**src/lzwd_pkg.sv**
```systemverilog
`timescale 1ns / 1ps
// Shared types and constants for the LZ window decompressor.
// Used by the parser, the command queue, the copier and the top level.
package lzwd_pkg;

    localparam int WINDOW_DEPTH = 4096;
    localparam int WIN_AW       = $clog2(WINDOW_DEPTH);
    localparam int OFFSET_W     = 12;
    localparam int LEN_W        = 5;
    localparam int CNT_W        = 32;
    localparam int MIN_MATCH    = 3;
    localparam int FLAG_TOKENS  = 8;
    localparam int FIFO_DEPTH   = 4;
    localparam int FIFO_AW      = $clog2(FIFO_DEPTH);
    localparam int FIFO_CW      = $clog2(FIFO_DEPTH + 1);

    localparam logic [7:0] LEN_MASK  = 8'h0f;
    localparam logic [7:0] OFFS_MASK = 8'hf0;

    typedef enum logic [1:0] {
        PH_FLAG   = 2'd0,
        PH_TOKEN  = 2'd1,
        PH_MATCH2 = 2'd2
    } phase_t;

    typedef enum logic [1:0] {
        CP_IDLE = 2'd0,
        CP_READ = 2'd1,
        CP_EMIT = 2'd2
    } copy_state_t;

    // One command per input word that produces output.
    typedef struct packed {
        logic                is_match;
        logic [OFFSET_W-1:0] arg;      // literal byte in the low bits, or the offset
        logic [LEN_W-1:0]    count;    // bytes to produce, 1..18
        logic                done;     // last byte of this command ends the stream
    } cmd_t;

    typedef struct packed {
        logic valid;
        logic ready;
    } qctl_t;

endpackage

```
**src/lzwd_cmd_fifo.sv**
```systemverilog
`timescale 1ns / 1ps
// Short command queue between the parser and the copier.
// Uses lzwd_pkg for the command type and depth.
module lzwd_cmd_fifo (
    input  logic            aclk,
    input  logic            aresetn,
    input  logic            wr_en,
    input  lzwd_pkg::cmd_t  wr_cmd,
    output logic            not_full,
    input  logic            rd_en,
    output lzwd_pkg::cmd_t  rd_cmd,
    output logic            not_empty
);

    lzwd_pkg::cmd_t                 slots [lzwd_pkg::FIFO_DEPTH];
    logic [lzwd_pkg::FIFO_AW-1:0]   wr_ptr_reg, rd_ptr_reg;
    logic [lzwd_pkg::FIFO_CW-1:0]   fill_reg;
    logic                           do_wr, do_rd;

    assign not_full  = (fill_reg != lzwd_pkg::FIFO_CW'(lzwd_pkg::FIFO_DEPTH));
    assign not_empty = (fill_reg != '0);
    assign do_wr     = wr_en && not_full;
    assign do_rd     = rd_en && not_empty;
    assign rd_cmd    = slots[rd_ptr_reg];

    always_ff @(posedge aclk) begin
        if (do_wr)
            slots[wr_ptr_reg] <= wr_cmd;
    end

    always_ff @(posedge aclk) begin
        if (!aresetn) begin
            wr_ptr_reg <= '0;
            rd_ptr_reg <= '0;
            fill_reg   <= '0;
        end else begin
            if (do_wr)
                wr_ptr_reg <= wr_ptr_reg + lzwd_pkg::FIFO_AW'(1);
            if (do_rd)
                rd_ptr_reg <= rd_ptr_reg + lzwd_pkg::FIFO_AW'(1);
            if (do_wr && !do_rd)
                fill_reg <= fill_reg + lzwd_pkg::FIFO_CW'(1);
            else if (do_rd && !do_wr)
                fill_reg <= fill_reg - lzwd_pkg::FIFO_CW'(1);
        end
    end

endmodule

```
**config.mk**
```make
export PLATFORM = sky130hd
export DESIGN_NAME = lzwd_cmd_fifo
export DESIGN_NICKNAME = d
export VERILOG_FILES = /design/src/lzwd_pkg.sv /design/src/lzwd_cmd_fifo.sv
export SDC_FILE = /design/constraint.sdc
export NUM_CORES = 1
export LEC_CHECK = 0
export BUFFER_PORTS_ARGS = -buffer_cell sky130_fd_sc_hd__buf_2
export CAP_MARGIN = 20
export CORE_MARGIN = 3
export CORE_UTILIZATION = 30
export CTS_BUF_LIST = sky130_fd_sc_hd__clkbuf_4
export CTS_CLUSTER_SIZE = 30
export DETAILED_ROUTE_END_ITERATION = 8
export PLACE_DENSITY = 0.43
export REMOVE_ABC_BUFFERS = 1
export SETUP_SLACK_MARGIN = 0.5
export SLEW_MARGIN = 15
export SYNTH_ARGS = -nofsm -noshare
export SYNTH_HDL_FRONTEND = slang
export SYNTH_SLANG_ARGS = --single-unit
```
**constraint.sdc**
```tcl
create_clock -name aclk -period 2.4 [get_ports aclk]
set_input_delay 0.6 -clock aclk [delete_from_list [all_inputs] [get_ports aclk]]
set_output_delay 0.6 -clock aclk [all_outputs]
set_load 0.1 [all_outputs]
```
* After elaboration in Yosys (flattened, before gate mapping)
Memories as Yosys holds them, arrays and structs flattened. A register that Yosys moved wholly into a read port is not among the register bits.
Cells that the tools add are included.
** Storage, ports and cells
- Bits in writable memories :: 76
- Memories :: 1
- Input bits :: 23
- Output and inout port bits :: 21
- Register bits :: 7
** Cells by class
- Add/subtract/negate cells :: 4
- Reductions and logical operators :: 8
- Mux-type cells :: 6
- Equal/unequal tests :: 1
** Memories
- slots :: words 4, width 19, read ports 1, clocked after memory_dff 1, write ports 1, line lzwd_cmd_fifo.sv:15 : lzwd_pkg::cmd_t slots [lzwd_pkg::FIFO_DEPTH];
** Operators by type and width (number)
- $mux 3 :: 2
- $add 2x1->2 const B :: 2
- $logic_and 1x1->1 :: 4
- $mux 2 :: 2
- $add 3x1->3 const B :: 1
- $ne 3x3->1 const B :: 1
- $reduce_bool 3->1 :: 1
- $sub 3x1->3 const B :: 1
- $logic_not 1->1 :: 2
- $mux 1 :: 2
- $reduce_bool 2->1 :: 1

* Depth between registers and ports, before layout
- Depth in word-level cells :: 6
- Mapped depth :: 8
- Mapped depth without buffers :: 8

* Worst setup path after synthesis
Ideal clock, no wire load.
- Path type :: input to register
- Start :: input wr_en
- End :: register fill_reg[2] (netlist bit)
- Path buffers :: 0
- Path slack :: 265 ps
- Stages :: 7
- Data arrival time :: 2060 ps
- Path through :: a21boi_2 > ha_1 > inv_1 > fa_1 > xor2_1 > or3_1 > a21boi_0
** Between the ends
- Word-level cells in the longest chain between the ends :: 4
** RTL lines
- start: declaration :: line lzwd_cmd_fifo.sv:7 : input logic wr_en,
- $logic_and 1x1->1 * :: line lzwd_cmd_fifo.sv:22 : assign do_wr = wr_en && not_full;
- $logic_not 1->1 :: line lzwd_cmd_fifo.sv:43 : else if (do_rd && !do_wr)
- $logic_and 1x1->1 :: line lzwd_cmd_fifo.sv:43
- $reduce_bool 2->1 (no source line)
- end signal: assignment :: line lzwd_cmd_fifo.sv:42 : fill_reg <= fill_reg + lzwd_pkg::FIFO_CW'(1);
- end signal: assignment :: line lzwd_cmd_fifo.sv:44 : fill_reg <= fill_reg - lzwd_pkg::FIFO_CW'(1);
- end: declaration :: line lzwd_cmd_fifo.sv:17 : logic [lzwd_pkg::FIFO_CW-1:0] fill_reg;
Mark *: on every way between the ends. The rest lies on a longest branch, timed or not.
A chain may end at the register's enable or synchronous reset.

==> results_dict.tcl <==
set metrics [dict create \
    clk_latency_ns 0.43 \
    pwr_density_cell_nw_per_um2 1360 \
    grt_usage 0.107 \
    area_growth_syn_to_layout_pct 28.5 \
    slew_violations 0 \
    dp_cells 328 \
    critPathArrivalTime_ns 1.76 \
    hp-start "wr_cmd[0]" \
    crit_path_end_kind "output pin" \
    path_class "flop to output pin" \
    synthDistinctLibCells 24 \
    grt_max_degree 20 \
    place_area_um2 3690 \
    fp.dieArea_um2 12200 \
    power_leakage_nw 1.45 \
    seqCellArea_um2 2470 \
    grt_setup_unrepaired "yes" \
    drt_iter0_markers 58 \
    fin_area_um2 4220 \
    slowest_stage "mux4_2" \
    skew_ns 0.0190 \
    numClockSinks 85 \
    io-pin-count 44 \
    wire_per_inst_um 17.8 \
    drc 0 \
    timing.fmax_mhz 424 \
    grt.overflow.total 0 \
    vias_per_cell 4.51 \
    fillers 982 \
    syn_inst 147 \
    cp_max_fo 10 \
    antenna_found_initial 0 \
    peakVddDrop_mv 0.796 \
    synth_area_leaders "edfxtp_1 70%, mux4_1 7.2%, mux4_2 6.9%, dfxtp_1 5.5%, ha_1 1.9%" \
    cap_violations 0 \
    root_buffer "clkbuf_4" \
    yosys.area.top_type "edfxtp_1" \
    required_ns 1.80 \
    yosysSeqAreaShare 0.751 \
    cts_buffers 9 \
    rows 37 \
    diodes 0 \
    port_buffers 43 \
    place_congestion 0.673 \
    period_minus_slack_ns 2.36 \
    setup_slack_ns 0.0389 \
    vias 1591 \
    hold_viol 0 \
    max_stage_delay_ns 0.54 \
    grt_first_pass_wirelength_mm 9.69 \
    wirelength_mm 6.30 \
    grt_pass1_vias 1743 \
    final_cell_mix "76 x edfxtp_1, 22 x buf_2, 19 x mux4_2" \
    die_h_um 111 \
    whs_path_depth 1 \
    drive_above_1_share 0.493 \
    cts_tree "built" \
    rr_startpoint "fill_reg[1]$_SDFFE_PN0P_" \
    ctsHtreeMaxLevel 3 \
    tightest_slew_ns 0.317 \
    synth_top_area_frac 0.696 \
    core_area_um2 10500 \
    max_slew_margin 0.789 \
    syn_area_um2 3280 \
    fin_util 0.403 \
    hold_path_class "input port to flop" \
    fin_nets 241 \
    clk_pin_slew_ns 0.14 \
    largest_reg_flops 76 \
    mostFrequentLayoutCell "edfxtp_1" \
    post-route-period-util 0.984 \
    setup_violations 0 \
    final_cells 353 \
    die_w_um 111 \
    cts_buffer_depth 2 \
    multi_input_area_um2 748 \
    avgSynthCellArea_um2 22.3 \
    initial_utilization 0.314 \
    dp_slack_ns 0.133 \
    status "completed" \
    dp_hpwl_mm 3.67 \
    r2r_cells 7 \
    ant_nets 0 \
    first_pass_iters 4 \
    crit_chain "buf_12 > mux4_2 > buf_6" \
    ys_seq_elements 85 \
    hold_buffers 0 \
    start_kind "flop" \
    ys_warn_count 0 \
]
## what timing repair did
action,CTS,global route
gates resized for setup,97,4
setup buffers,5,3
endpoints found under the setup margin,22,22
cloned,1,0
pin swaps,4,3
## worst max-delay path, delay by kind of cell (launching register included)
family   cells  cell delay [ns]
flops        1             0.42
mux          1             0.54
buf+inv      2             0.38
## routing by layer
| layer | part of all wire | GRT usage |
|---|---|---|
| met5 | 0 | 0 |
| met1 | 0.41 | 0.124 |
| met2 | 0.53 | 0.181 |
| met3 | 0.041 | 0.0378 |
| met4 | 0.013 | 0.0419 |
## worst paths after layout
kind              slack (ns)                    endpoint
setup reg to reg        0.43    fill_reg[2]$_SDFFE_PN0P_
hold reg to reg         0.52  wr_ptr_reg[1]$_SDFFE_PN0P_
hold / removal          0.38       slots[3][0]$_DFFE_PP_
setup / recovery        0.04                   rd_cmd[8]
## through the flow
step	hold slack [ns]	power, mW	TNS, ns
final	0.377	5.72	0
after global routing	0.331	5.95	-0.645
after CTS	0.352	5.74	-0.00483
after detailed placement	0.501	4.12	0
after global placement	0.479	4.07	0
after floorplan	0.468	3.71	-1.56
## cells in the mapped netlist
master and number:
edfxtp_1 76, mux4_2 10, dfxtp_1 9, mux4_1 9, and2_1 8, ha_1 5, nand2_1 5, inv_1 3
mux2i_1 3, xnor2_1 3, buf_2 2, or3_1 2, a21boi_0 1, a21boi_2 1, buf_12 1, buf_6 1
clkbuf_1 1, fa_1 1, nor2_1 1, nor2b_1 1, o21ai_0 1, o311ai_2 1, o31ai_4 1, xor2_1 1
## area by class of cell
class,count,area share
clock buffers,9,0.0160
well taps,136,0.0404
flip-flops and latches,85,0.587
clock inverters,7,0.0234
multi-input cells,54,0.177
repair buffers,59,0.153
inverters,3,0.00267
## power breakdown
part	switching, mW	internal [mW]	total (mW)
Clock	0.484	0.428	0.912
Sequential	0.105	1.81	1.92
Combinational	1.80	1.09	2.89
## cells by family after synthesis
logic type / Yosys count / synth area share
flip-flops: 85 / 0.751
multiplexers: 22 / 0.150
AND/OR/NAND/NOR: 17 / 0.0278
XOR/XNOR: 4 / 0.0107
AO/OA/AOI/OAI: 5 / 0.0187
adder cells (fa/ha/maj): 6 / 0.0252
buffers and inverters: 8 / 0.0172
(Power assumes the default switching activity.)
