[src/lzwd_pkg.sv]
`timescale 1ns / 1ps
// Shared types and constants for the LZ window decompressor.
// Used by the parser, the command queue, the copier and the top level.
package lzwd_pkg;

    localparam int WINDOW_DEPTH = 4096;
    localparam int WIN_AW       = $clog2(WINDOW_DEPTH);
    localparam int OFFSET_W     = 12;
    localparam int LEN_W        = 5;
    localparam int CNT_W        = 32;
    localparam int MIN_MATCH    = 3;
    localparam int FLAG_TOKENS  = 8;
    localparam int FIFO_DEPTH   = 4;
    localparam int FIFO_AW      = $clog2(FIFO_DEPTH);
    localparam int FIFO_CW      = $clog2(FIFO_DEPTH + 1);

    localparam logic [7:0] LEN_MASK  = 8'h0f;
    localparam logic [7:0] OFFS_MASK = 8'hf0;

    typedef enum logic [1:0] {
        PH_FLAG   = 2'd0,
        PH_TOKEN  = 2'd1,
        PH_MATCH2 = 2'd2
    } phase_t;

    typedef enum logic [1:0] {
        CP_IDLE = 2'd0,
        CP_READ = 2'd1,
        CP_EMIT = 2'd2
    } copy_state_t;

    // One command per input word that produces output.
    typedef struct packed {
        logic                is_match;
        logic [OFFSET_W-1:0] arg;      // literal byte in the low bits, or the offset
        logic [LEN_W-1:0]    count;    // bytes to produce, 1..18
        logic                done;     // last byte of this command ends the stream
    } cmd_t;

    typedef struct packed {
        logic valid;
        logic ready;
    } qctl_t;

endpackage

[src/lzwd_parser.sv]
`timescale 1ns / 1ps
// Front end: takes compressed words, tracks flag bits and the byte budget,
// and turns each literal or completed match into a command. Uses lzwd_pkg.
module lzwd_parser (
    input  logic                       aclk,
    input  logic                       aresetn,
    input  logic                       cfg_valid,
    output logic                       cfg_ready,
    input  logic [31:0]                cfg_data,
    input  logic                       in_valid,
    output logic                       in_ready,
    input  logic [7:0]                 in_byte,
    input  logic                       in_start,
    output lzwd_pkg::qctl_t            push,
    input  logic                       push_ready,
    output lzwd_pkg::cmd_t             push_cmd
);

    logic [lzwd_pkg::CNT_W-1:0] total_reg;
    logic [lzwd_pkg::CNT_W-1:0] rem_reg, rem_next, rem_eff;
    lzwd_pkg::phase_t           phase_reg, phase_next, phase_eff;
    logic [7:0]                 flags_reg, flags_next, flags_eff;
    logic [3:0]                 left_reg, left_next, left_eff, left_dec;
    logic [7:0]                 first_reg, first_next;
    logic [lzwd_pkg::LEN_W-1:0] match_len, match_cnt;
    logic                       accept;

    assign cfg_ready = 1'b1;
    assign in_ready  = push_ready;
    assign accept    = in_valid && push_ready;

    always_comb begin
        rem_eff   = in_start ? total_reg : rem_reg;
        phase_eff = in_start ? lzwd_pkg::PH_FLAG : phase_reg;
        flags_eff = in_start ? 8'd0 : flags_reg;
        left_eff  = in_start ? 4'd0 : left_reg;
        left_dec  = left_eff - 4'd1;

        match_len = {1'b0, first_reg[3:0] & lzwd_pkg::LEN_MASK[3:0]}
                    + lzwd_pkg::LEN_W'(lzwd_pkg::MIN_MATCH);
        if (lzwd_pkg::CNT_W'(match_len) > rem_eff)
            match_cnt = rem_eff[lzwd_pkg::LEN_W-1:0];
        else
            match_cnt = match_len;

        rem_next   = rem_eff;
        phase_next = phase_eff;
        flags_next = flags_eff;
        left_next  = left_eff;
        first_next = first_reg;
        push.valid = 1'b0;
        push.ready = push_ready;
        push_cmd   = '0;

        if (rem_eff != '0) begin
            unique case (phase_eff)
                lzwd_pkg::PH_TOKEN: begin
                    if (!flags_eff[7]) begin
                        push.valid        = 1'b1;
                        push_cmd.is_match = 1'b0;
                        push_cmd.arg      = {4'd0, in_byte};
                        push_cmd.count    = lzwd_pkg::LEN_W'(1);
                        push_cmd.done     = (rem_eff == lzwd_pkg::CNT_W'(1));
                        rem_next          = rem_eff - lzwd_pkg::CNT_W'(1);
                        flags_next        = {flags_eff[6:0], 1'b0};
                        left_next         = left_dec;
                        phase_next        = (left_dec == 4'd0) ? lzwd_pkg::PH_FLAG
                                                               : lzwd_pkg::PH_TOKEN;
                    end else begin
                        first_next = in_byte;
                        phase_next = lzwd_pkg::PH_MATCH2;
                    end
                end
                lzwd_pkg::PH_MATCH2: begin
                    push.valid        = 1'b1;
                    push_cmd.is_match = 1'b1;
                    push_cmd.arg      = {first_reg[7:4] & lzwd_pkg::OFFS_MASK[7:4], in_byte};
                    push_cmd.count    = match_cnt;
                    rem_next          = rem_eff - lzwd_pkg::CNT_W'(match_cnt);
                    push_cmd.done     = (rem_next == '0);
                    flags_next        = {flags_eff[6:0], 1'b0};
                    left_next         = left_dec;
                    phase_next        = (left_dec == 4'd0) ? lzwd_pkg::PH_FLAG
                                                           : lzwd_pkg::PH_TOKEN;
                end
                default: begin
                    // A flag word; the unused phase code is treated the same way.
                    flags_next = in_byte;
                    left_next  = 4'(lzwd_pkg::FLAG_TOKENS);
                    phase_next = lzwd_pkg::PH_TOKEN;
                end
            endcase
        end
        if (!accept)
            push.valid = 1'b0;
    end

    always_ff @(posedge aclk) begin
        if (!aresetn) begin
            total_reg <= '0;
            rem_reg   <= '0;
            phase_reg <= lzwd_pkg::PH_FLAG;
            flags_reg <= '0;
            left_reg  <= '0;
            first_reg <= '0;
        end else begin
            if (cfg_valid)
                total_reg <= cfg_data;
            if (accept) begin
                rem_reg   <= rem_next;
                phase_reg <= phase_next;
                flags_reg <= flags_next;
                left_reg  <= left_next;
                first_reg <= first_next;
            end
        end
    end

endmodule

[config.mk]
export PLATFORM = sky130hd
export DESIGN_NAME = lzwd_parser
export DESIGN_NICKNAME = d
export VERILOG_FILES = /design/src/lzwd_pkg.sv /design/src/lzwd_parser.sv
export SDC_FILE = /design/constraint.sdc
export NUM_CORES = 1
export LEC_CHECK = 0
export BUFFER_PORTS_ARGS = -buffer_cell sky130_fd_sc_hd__buf_2
export CAP_MARGIN = 20
export CORE_ASPECT_RATIO = 1.75
export CORE_MARGIN = 2
export CORE_UTILIZATION = 35
export CTS_BUF_LIST = sky130_fd_sc_hd__clkbuf_16
export DETAILED_ROUTE_END_ITERATION = 10
export PLACE_DENSITY = 0.48
export SLEW_MARGIN = 20
export SYNTH_ARGS = -nofsm -noshare
export SYNTH_HDL_FRONTEND = slang
export SYNTH_SLANG_ARGS = --single-unit
[constraint.sdc]
create_clock -name aclk -period 16.25 [get_ports aclk]
set_clock_uncertainty 0.05 [all_clocks]
set_input_delay 3.25 -clock aclk [delete_from_list [all_inputs] [get_ports aclk]]
set_output_delay 3.25 -clock aclk [all_outputs]
set_load 0.005 [all_outputs]
### Word level (Yosys, flattened, before mapping)

Index checks and enable logic that the tools add are counted.

| word-level totals | value |
|---|---|
| flip-flop bits (word level) | 86 |
| input bits | 46 |
| output and inout bits | 23 |
| word-level logic and storage cells | 44 |

| operators by class | value |
|---|---|
| add/sub/neg operators | 4 |
| $lt $le $gt $ge | 1 |
| equality and inequality tests | 3 |
| muxes and demuxes | 25 |
| reduce and logical (&&, ||, !) cells | 5 |

Operators with widths:

| kind | number |
|---|---|
| $mux W32 | 3 |
| $pmux W32 S2 | 1 |
| $pmux W19 S2 | 1 |
| $eq A32 B1 Y1 const B | 1 |
| $gt A5 B32 Y1 | 1 |
| $logic_not A32 Y1 | 1 |
| $reduce_bool A32 Y1 | 1 |
| $sub A32 B1 Y32 const B | 1 |
| $sub A32 B5 Y32 | 1 |
| $mux W8 | 3 |
| $mux W19 | 1 |
| $pmux W8 S2 | 1 |
| $mux W14 | 1 |
| $mux W4 | 3 |
| $pmux W4 S2 | 1 |
| $mux W2 | 3 |
| $add A4 B2 Y5 const B | 1 |
| $mux W5 | 1 |
| $logic_not A4 Y1 | 1 |
| $mux W1 | 4 |
| $pmux W2 S2 | 1 |
| $reduce_and A4 Y1 | 1 |
| $sub A4 B1 Y4 const B | 1 |
| $eq A2 B1 Y1 const B | 1 |
| 3 further kinds | 3 |

### Longest topological paths before layout

Gate-level depths: netlist (run 1).

| depth | value |
|---|---|
| depth after elaboration | 7 |
| depth in mapped cells | 26 |
| depth with buffers taken out | 21 |

### Worst setup path after synthesis (run 1)

No wires, ideal clock.

| path | value |
|---|---|
| path kind | input -> output |
| start | input in_start |
| end | output push_cmd[0] (netlist name) |
| arrival | 8.755 ns |
| required time | 12.950 ns |
| slack | 4.195 ns |
| stages | 24 |
| buffers on the path | 5 |
| cells stage by stage | buf_2 -> buf_2 -> buf_2 -> buf_2 -> buf_1 -> mux2i_1 -> inv_1 -> ha_1 -> nor2b_1 -> o21a_1 -> o21ai_0 -> nand2b_1 -> a21oi_1 -> nor3_2 -> mux2i_1 -> inv_1 -> ha_1 -> nor2b_1 -> o2111ai_1 -> nand4_2 -> or3_4 -> or3_1 -> a2111oi_2 -> a31o_1 |

RTL lines:

| element | RTL line | RTL |
|---|---|---|
| start, declared | lzwd_parser.sv:13 | `input logic in_start,` |
| end, declared | lzwd_parser.sv:16 | `output lzwd_pkg::cmd_t push_cmd` |

==> impl_results.md, run 1 <==
* Status: completed
* Post-cts sizing count at 0
* Register-to-Register Path Depth at 17
* Postcts setup bufs at 0
* Initial DRC count at ~400
* Count of hold-fix buffers inserted at cts at 0
* Drt wl/cell at about 20 um
* Mapped Cells at 876
* WL final at 22.9 mm
* Total die area at 20200 um^2
* Worst-path clk slew at 0.06 ns
* Core area at about 19000 um^2
* Synthesis warning total at 0
* Most common cell after layout, fill and taps aside: o21ai_0
* CTS Sinks at 86
* Vias per cell at 5.66
* Num CTS Buffers at 9
* Max cap viols at 0
* Post-synth EDFFs at 0
* Via count at 6528
* Most frequent cells in the layout: o21ai_0, mux2i_1, dfxtp_1
* Hold Fails Final Rpt at 0
* Initial antenna violation count at 0
* CP max stage cell: a211oi_2
* Main synth FF type: dfxtp_1
* GRT Util Overall at 23.4%
* Gpl congestion at 0.909
* Crit path max-delay family: simple AND/OR/NAND/NOR gates
* Critical-path maximum fanout at 61
* HP Class: register to register
* Max-slew violation count at 0
* Post-DP HPWL at 16.6 mm
* Synth area leader: dfxtp_1
* Levels on crit path at 20
* WS Path Type: primary input to primary output
* Worst-path cell chain: buf_4 > buf_4 > mux2i_1 > o211ai_1 > nor4_1 > buf_4 > nand2_1 > nor3_2 > mux2i_1 > ha_1 > fa_1 > nand2b_1 > a21oi_1 > a211oi_2 > nand3_1 > xor2_1 > or4_1 > nor4_1 > a31o_1 > buf_2
* Register area share after synthesis at 25.8%
* CP Buf/Inv Count at 4
* Unique cell type count in the Yosys netlist at between 60 and 70
* Slew headroom at 37.6%
* Peak Freq at 78.5 MHz
* IO Port Bufs at 67
* Cell area after synthesis at 6670 um^2
* Largest net degree at the start of global routing at 65
* FILL cells at 2041
* Worst-Margin Slew at approximately 0.93 ns
* Clock latency on the worst-skew pair at approximately 0.37 ns
* Setup_tns at 0 ns
* Top-area cell type share of the netlist area at 25.8%
* Post-route DRC at 0
* Area Growth Syn to Fin at 12.6%
* Horiz. Die Dim at about 110 um
* Std cell rows at 66
* Async S/R FF share, synth at 0%
* CTS tree: done
* Die H at 187 um
* Ranking of synthesized cells by area: dfxtp_1, mux2i_1, o21ai_0, nor2b_1, a21oi_1
* CP max stage delay at 0.65 ns
* IO Pins at a little under 70
* Htree depth at 3
* Critical path's most frequent cell: buf_4
* Synthesized flop and latch total at 86
* Placed instance area at 7180 um^2
* First-pass GRT wire length at 36.3 mm
* 1st-pass router iterations at 5
* Crit. End Element: primary output
* Peak supply drop at 54.2 uV
* Fin nets at 976
* CTS root buffer: clkbuf_16
* Syn Area/Cell at 7.62 um^2
* Startpoint types: primary input
* Ant diodes at 0
* Leakage at around 2.9 nW
* Mapped Nets at 941
* RSZ-0062 raised after global routing: no
* Tmin final at 12.74 ns
* Share of cells above drive strength 1 at 12.8%
* Initial Util at 35.8%
* Vias in the first global route at 6503
* Final ANT Viol Nets at 0
* Pwr Density at roughly 81 nW/um^2
* Design area at between 7000 and 8000 um^2
* R2R Setup Slk at ~11 ns
* Setup-failing EPs final at 0
* Period utilisation layout at 78.4%
* GR Overflow Total at 0
* Critical Path AT at 9.44 ns
* Max Buffers Root-to-Sink at 2
* Hold Path Cell Cnt at 2
* CP required at 12.95 ns
## kinds of logic after synthesis
logic type,after synthesis,synth area share (%)
XOR/XNOR,24,3.15
adder cells (fa/ha/maj),19,3.67
AO/OA/AOI/OAI,239,21.5
AND/OR/NAND/NOR,339,27.2
flip-flops,86,25.8
multiplexers,92,13.9
buffers and inverters,76,4.72
other,1,0.0562
## synth_stat cells, types with 5 or more instances
master    number
a21oi_1       57
nor4_1        15
and2_1        20
mux2i_1       86
inv_1         21
or4_1          5
o21ai_0       95
mux2_2         6
and3_1         7
buf_2          6
xor2_1         7
nand3_1       33
clkbuf_1      39
a221oi_1      14
or2_2          7
nor2b_1       54
a22oi_1       14
nand2_1       52
ha_1          18
nor2_1        64
nor3_1        32
nor3b_1       12
a31oi_1       14
or3_1          8
dfxtp_1       86
nand2b_1      11
buf_1          5
o21a_1         5
o22ai_1       10
xnor2_1       17
## stage by stage
stage               hold WS, ns  power (mW)  setup WS (ns)  utilization, %  std cells
global placement          0.422       0.375           3.61            38.4       1138
detailed placement        0.427       0.375           3.55            38.4       1138
floorplan                 0.403       0.330           4.20               -        876
global route              0.465       0.640           3.03            40.3       1154
finish                    0.434       0.611           3.51            40.3       1154
CTS                       0.437       0.617           3.52            40.3       1154
## path summary, 6_finish.rpt
check                                    from     endpoint
worst max-delay path                 in_start  push_cmd[0]
worst min-delay path              rem_reg[22]  rem_reg[22]
worst max register to register  total_reg[11]  rem_reg[22]
worst min register to register    rem_reg[22]  rem_reg[22]
## worst register-to-register path: stages, from the launching register on
cell	delay, ns
dfxtp_1	0.36
nor3b_1	0.65
o22ai_1	0.37
nor4_1	0.34
buf_4	0.22
nand2_1	0.09
nor3_2	0.45
mux2i_1	0.38
ha_1	0.22
fa_1	0.21
nand2b_1	0.17
a21oi_1	0.11
a211oi_2	0.65
a22oi_1	0.25
or3_1	0.40
o21ai_0	0.16
nand3_1	0.14
a21boi_0	0.21
## final cells by class
type | count | area (um^2) | share of cell area [%]
multi-input combinational | 714 | 4650 | 61.9
sequential | 86 | 1720 | 22.9
timing repair buffer | 79 | 428 | 5.69
tap | 238 | 298 | 3.96
clock buffer | 9 | 225 | 3.00
clock inverter | 7 | 114 | 1.52
inverter | 21 | 78.8 | 1.05
## power by group
part,switching [mW],internal (mW)
registers,0.0107,0.221
clock network,0.0918,0.149
logic,0.0874,0.0504
total,0.190,0.421
## routing by layer
layer  GRT usage, %  up-vias  routed length (um)
met5              0        -                   0
met4           11.4        0                 905
met3           3.18       47                 673
met2           42.9      145               12400
met1           25.6     3070                8890
li1               -     3266                   -
Note: power is estimated with default switching activity, not from simulation.
==> run 2, diff against run 1 <==
==> constraint.sdc (replaced) <==
create_clock -name aclk -period 12 [get_ports aclk]
set_clock_uncertainty 0.05 [all_clocks]
set_input_delay 2.4 -clock aclk [delete_from_list [all_inputs] [get_ports aclk]]
set_output_delay 2.4 -clock aclk [all_outputs]
set_load 0.005 [all_outputs]
==> impl_results.md, run 2 (synthesis gave the netlist of run 1 again) <==
* Most frequent cells in the layout: o21ai_0, mux2i_1, dfxtp_1
* Initial Util at a little over a third
* Num CTS Buffers at 9
* Largest net degree at the start of global routing at 66
* Period utilisation layout at between 90 and 100%
* Status: completed
* Post-cts sizing count at 0
* CP max stage cell: nor3b_1
* IO Pins at 69
* Register-to-Register Path Depth at 16
* Final ANT Viol Nets at 0
* Post-route DRC at 0
* GRT Util Overall at 22.7%
* Place WS at 1.25 ns
* Vias per cell at about 5.7
* Levels on crit path at 18
* Die H at 187 um
* Fin nets at 978
* Worst-path cell chain: buf_4 > nor3b_1 > o22ai_1 > nor4_1 > buf_4 > nand2_1 > nor3_2 > mux2i_1 > ha_1 > a21o_1 > a21oi_1 > nand4bb_1 > nor3_1 > xnor2_1 > or4_1 > nor4_1 > a31o_1 > buf_2
* Peak Freq at 92.6 MHz
* Max-slew violation count at 0
* RSZ-0062 raised after global routing: no
* Gate power share at 23.3%
* CP max stage delay at a little under 0.7 ns
* Pwr Density at 107 nW/um^2
* WL final at 22.6 mm
* Max Buffers Root-to-Sink at 2
* Drt wl/cell at 19.5 um
* Htree depth at 3
* CTS root buffer: clkbuf_16
* Crit. End Element: primary output
* Initial DRC count at 274
* Setup_tns at 0 ns
* Hold Fails Final Rpt at 0
* Horiz. Die Dim at 108 um
* Peak supply drop at 55.9 uV
* Slew headroom at 29.1%
* Postcts setup bufs at 0
* Hold endpoint: rem_reg[22]
* CTS Sinks at 86
* CP Buf/Inv Count at 3
* Core area at about 19000 um^2
* Initial antenna violation count at 0
* Reported net switching power at 0.253 mW
* Std cell rows at 66
* Worst r2r dst: rem_reg[30]
* Setup-failing EPs final at 0
* First-pass GRT wire length at approximately 36 mm
* Max cap viols at 0
* Clock power frac at 37.5%
* Gpl congestion at 0.900
* Leakage at 2.92 nW
* Worst-path clk slew at around 0.06 ns
* CTS tree: done
* Startpoint types: primary input
* Switch share at between 30% and 40%
* Most common cell after layout, fill and taps aside: o21ai_0
* Reg2reg start: total_reg[11]
* 1st-pass router iterations at 5
* Critical Path AT at around 8.4 ns
* Ant diodes at 0
* R2R Setup Slk at 6.63 ns
* Dpl cells at about 1100
* Worst-Margin Slew at 1.06 ns
* IO Port Bufs at 67
* Total die area at between 20000 and 25000 um^2
* Post-DP HPWL at 16.3 mm
* Critical-path maximum fanout at 58
* PnR Total Power at 0.801 mW
* Sequential power share at 39.2%
* Via count at roughly 6500
* Post-Layout Cell Count at 1155
* Clock latency on the worst-skew pair at 0.36 ns
* Hold Crit Start: rem_reg[22]
* WS Path Type: primary input to primary output
* Share of cells above drive strength 1 at 12.6%
* Count of hold-fix buffers inserted at cts at 0
* Hold Path Cell Cnt at 2
* Final WS setup at 1.20 ns
* Tmin final at about 11 ns
* Internal at 0.548 mW
* Area Growth Syn to Fin at 12.3%
* CP required at 9.55 ns
* Vias in the first global route at ~6500
* GR Overflow Total at 0
* HP Class: register to register
* Crit path max-delay family: simple AND/OR/NAND/NOR gates
[run 2: cell count changes in the layout (fill, tap and decap cells not counted)]
cell,before,now
clkinvlp_4,2,1
buf_4,13,15
bufinv_16,3,2
clkinv_2,1,0
clkinv_1,0,2
[run 2: stage by stage]
step / area (um^2) / utilization [%] / hold slack, ns
after global placement: 7190 / 38.5 / 0.420
after floorplan: 6670 / - / 0.403
final: 7490 / 40.2 / 0.431
after CTS: 7490 / 40.2 / 0.434
after detailed placement: 7190 / 38.5 / 0.425
after global routing: 7490 / 40.2 / 0.468
[run 2: power by group through the flow]
stage                     logic, mW  registers (mW)  clock network (mW)
after detailed placement      0.186           0.321                   0
after CTS                     0.187           0.314               0.310
after global placement        0.186           0.321                   0
after floorplan               0.132           0.315                   0
after global routing          0.206           0.316               0.319
final                         0.186           0.314               0.300
[run 2: worst max path at each step]
stage	start	endpoint
5_1_grt	in_start	push_cmd[0]
3_5_place_dp	in_start	push_cmd[0]
6_report	in_start	push_cmd[0]
4_1_cts	in_start	push_cmd[0]
3_3_place_gp	in_start	push_cmd[0]
2_1_floorplan	in_start	push_cmd[0]
[run 2: cell type report]
type                       count  area (um^2)
clock buffer                   9          225
clock inverter                 6         78.8
fill                        2077        11200
inverter                      21         78.8
multi-input combinational    714         4650
sequential                    86         1720
tap                          238          298
timing repair buffer          81          443
[run 2: worst register-to-register path: stages, from the launching register on]
cell and delay, ns:
dfxtp_1 0.36, nor3b_1 0.62, o22ai_1 0.34, nor4_1 0.35
buf_4 0.22, nand2_1 0.12, nor3_2 0.40, mux2i_1 0.29
ha_1 0.33, a21o_1 0.21, a21oi_1 0.36, nand4bb_1 0.40
nor3_1 0.39, nor2_1 0.07, a2111oi_0 0.38, a211oi_1 0.16
o21a_1 0.22
[run 2: metal layers]
layer	routed length, um	vias up	GRT usage [%]
met2	12500	141	42.8
met5	0	-	0
met3	695	42	3.21
met4	811	0	10.3
met1	8590	3091	24.2
li1	-	3275	-
==> run 3, diff against run 2 <==
--- a/config.mk
+++ b/config.mk
@@ -12,7 +12,7 @@
 export CORE_UTILIZATION = 35
 export CTS_BUF_LIST = sky130_fd_sc_hd__clkbuf_16
 export DETAILED_ROUTE_END_ITERATION = 10
-export PLACE_DENSITY = 0.48
+export PLACE_DENSITY = 0.6
 export SLEW_MARGIN = 20
 export SYNTH_ARGS = -nofsm -noshare
 export SYNTH_HDL_FRONTEND = slang
==> impl_results.md, run 3 (synthesis gave the netlist of run 1 again) <==
* Status: completed
* Peak supply drop at 59.2 uV
* Levels on crit path at 20
* Met3 routed WL at 781 um
* Htree depth at 3
* Vias in the first global route at 6486
* Max-slew violation count at 0
* Area Growth Syn to Fin at 12.3%
* WS Path Type: primary input to primary output
* CP required at 9.55 ns
* GRT Util Overall at 22.3%
* Initial antenna violation count at 0
* Postcts setup bufs at 0
* Most frequent cells in the layout: o21ai_0, mux2i_1, dfxtp_1
* IO Port Bufs at 67
* Pwr Density at 106 nW/um^2
* Core area at 18700 um^2
* Hold Path Cell Cnt at 2
* CTS tree: done
* Tmin final at ~10 ns
* Peak Freq at 96.0 MHz
* Initial DRC count at 369
* CP Buf/Inv Count at 4
* RSZ-0062 raised after global routing: no
* Horiz. Die Dim at 108 um
* WL met1 at between 8 and 9 mm
* Worst-Margin Slew at 0.989 ns
* Die H at 187 um
* Most common cell after layout, fill and taps aside: o21ai_0
* Max cap viols at 0
* Largest net degree at the start of global routing at 88
* First-pass GRT wire length at 34.9 mm
* Multi-input gate area in the final layout at 4650 um^2
* Period utilisation layout at 86.8%
* Worst-path cell chain: buf_4 > buf_4 > mux2i_1 > ha_1 > o21a_1 > o21ai_0 > nand2b_1 > a21oi_1 > nor3_2 > mux2i_1 > inv_1 > ha_1 > nor2b_1 > o2111ai_1 > nand4_2 > or3_4 > or3_1 > a2111oi_2 > a31o_1 > buf_2
* Gpl congestion at between 0.9 and 1
* Setup_tns at 0 ns
* WL final at 22.2 mm
* Share of cells above drive strength 1 at 13.0%
* Num CTS Buffers at 9
* Total die area at 20200 um^2
* CTS Sinks at 86
* Drt wl/cell at 19.2 um
* HP Class: register to register
* Final ANT Viol Nets at 0
* Worst-path clk slew at 0.07 ns
* CP max stage delay at 0.55 ns
* Std cell rows at 66
* Slew headroom at 34.0%
* Post-route DRC at 0
* Critical Path AT at 7.96 ns
* Setup-failing EPs final at 0
* Vias per cell at ~5.8
* Crit. End Element: primary output
* Post-DP HPWL at 16.1 mm
* Initial Util at 35.8%
* CP max stage cell: buf_4
* Fin nets at 978
* Leakage at 2.91 nW
* IO Pins at between 60 and 70
* Placed instance area at 7190 um^2
* Count of hold-fix buffers inserted at cts at 0
* Via count at 6681
* Ant diodes at 0
* Hold Fails Final Rpt at 0
* Post-cts sizing count at 0
* Register-to-Register Path Depth at 16
* Sequential Area at between 1500 and 2000 um^2
* Clock latency on the worst-skew pair at 0.36 ns
* CTS root buffer: clkbuf_16
* GR Overflow Total at 0
* Met2 routed WL at 11.9 mm
* Startpoint types: primary input
* Crit path max-delay family: simple AND/OR/NAND/NOR gates
* Max Buffers Root-to-Sink at 2
* Design area at 7490 um^2
* Top routing layer in use: met4
* FILL cells at 2018
* Critical-path maximum fanout at 62
* 1st-pass router iterations at 5
-- run 3: routing by layer --
metal  global-route usage [%]  vias up
met5                        0        -
met4                     13.0        0
met3                     2.48       64
met2                     41.0      196
met1                     23.8     3147
li1                         -     3274
-- run 3: report_power, final --
part / internal (mW) / total, mW / switching, mW
registers: 0.300 / 0.315 / 0.0157
logic: 0.0695 / 0.185 / 0.116
clock network: 0.164 / 0.293 / 0.129
-- run 3: tightest hold or removal path: stages (launching register included) --
cell,delay [ns]
dfxtp_1,0.32
nand2_1,0.05
a21boi_0,0.06
-- run 3: final cells by class --
type / instances / area share, %
multi-input combinational: 714 / 62.0
tap: 238 / 3.97
inverter: 21 / 1.05
clock inverter: 7 / 1.04
timing repair buffer: 81 / 5.91
clock buffer: 9 / 3.01
sequential: 86 / 23.0
-- run 3: worst paths after layout --
check	from	to	slack, ns
worst max-delay path	in_start	push_cmd[0]	1.59
worst min-delay path	rem_reg[28]	rem_reg[28]	0.43
worst max register to register	total_reg[10]	rem_reg[30]	6.92
worst min register to register	rem_reg[28]	rem_reg[28]	0.43
-- run 3: stage by stage --
step	power [mW]	hold slack [ns]	util, %	cells	worst slack (ns)
detailed placement	0.504	0.431	38.5	1140	1.64
global placement	0.504	0.430	38.5	1140	1.64
finish	0.794	0.434	40.1	1156	1.59
floorplan	0.447	0.403	-	876	1.65
CTS	0.800	0.439	40.1	1156	1.61
global route	0.834	0.488	40.1	1156	1.08
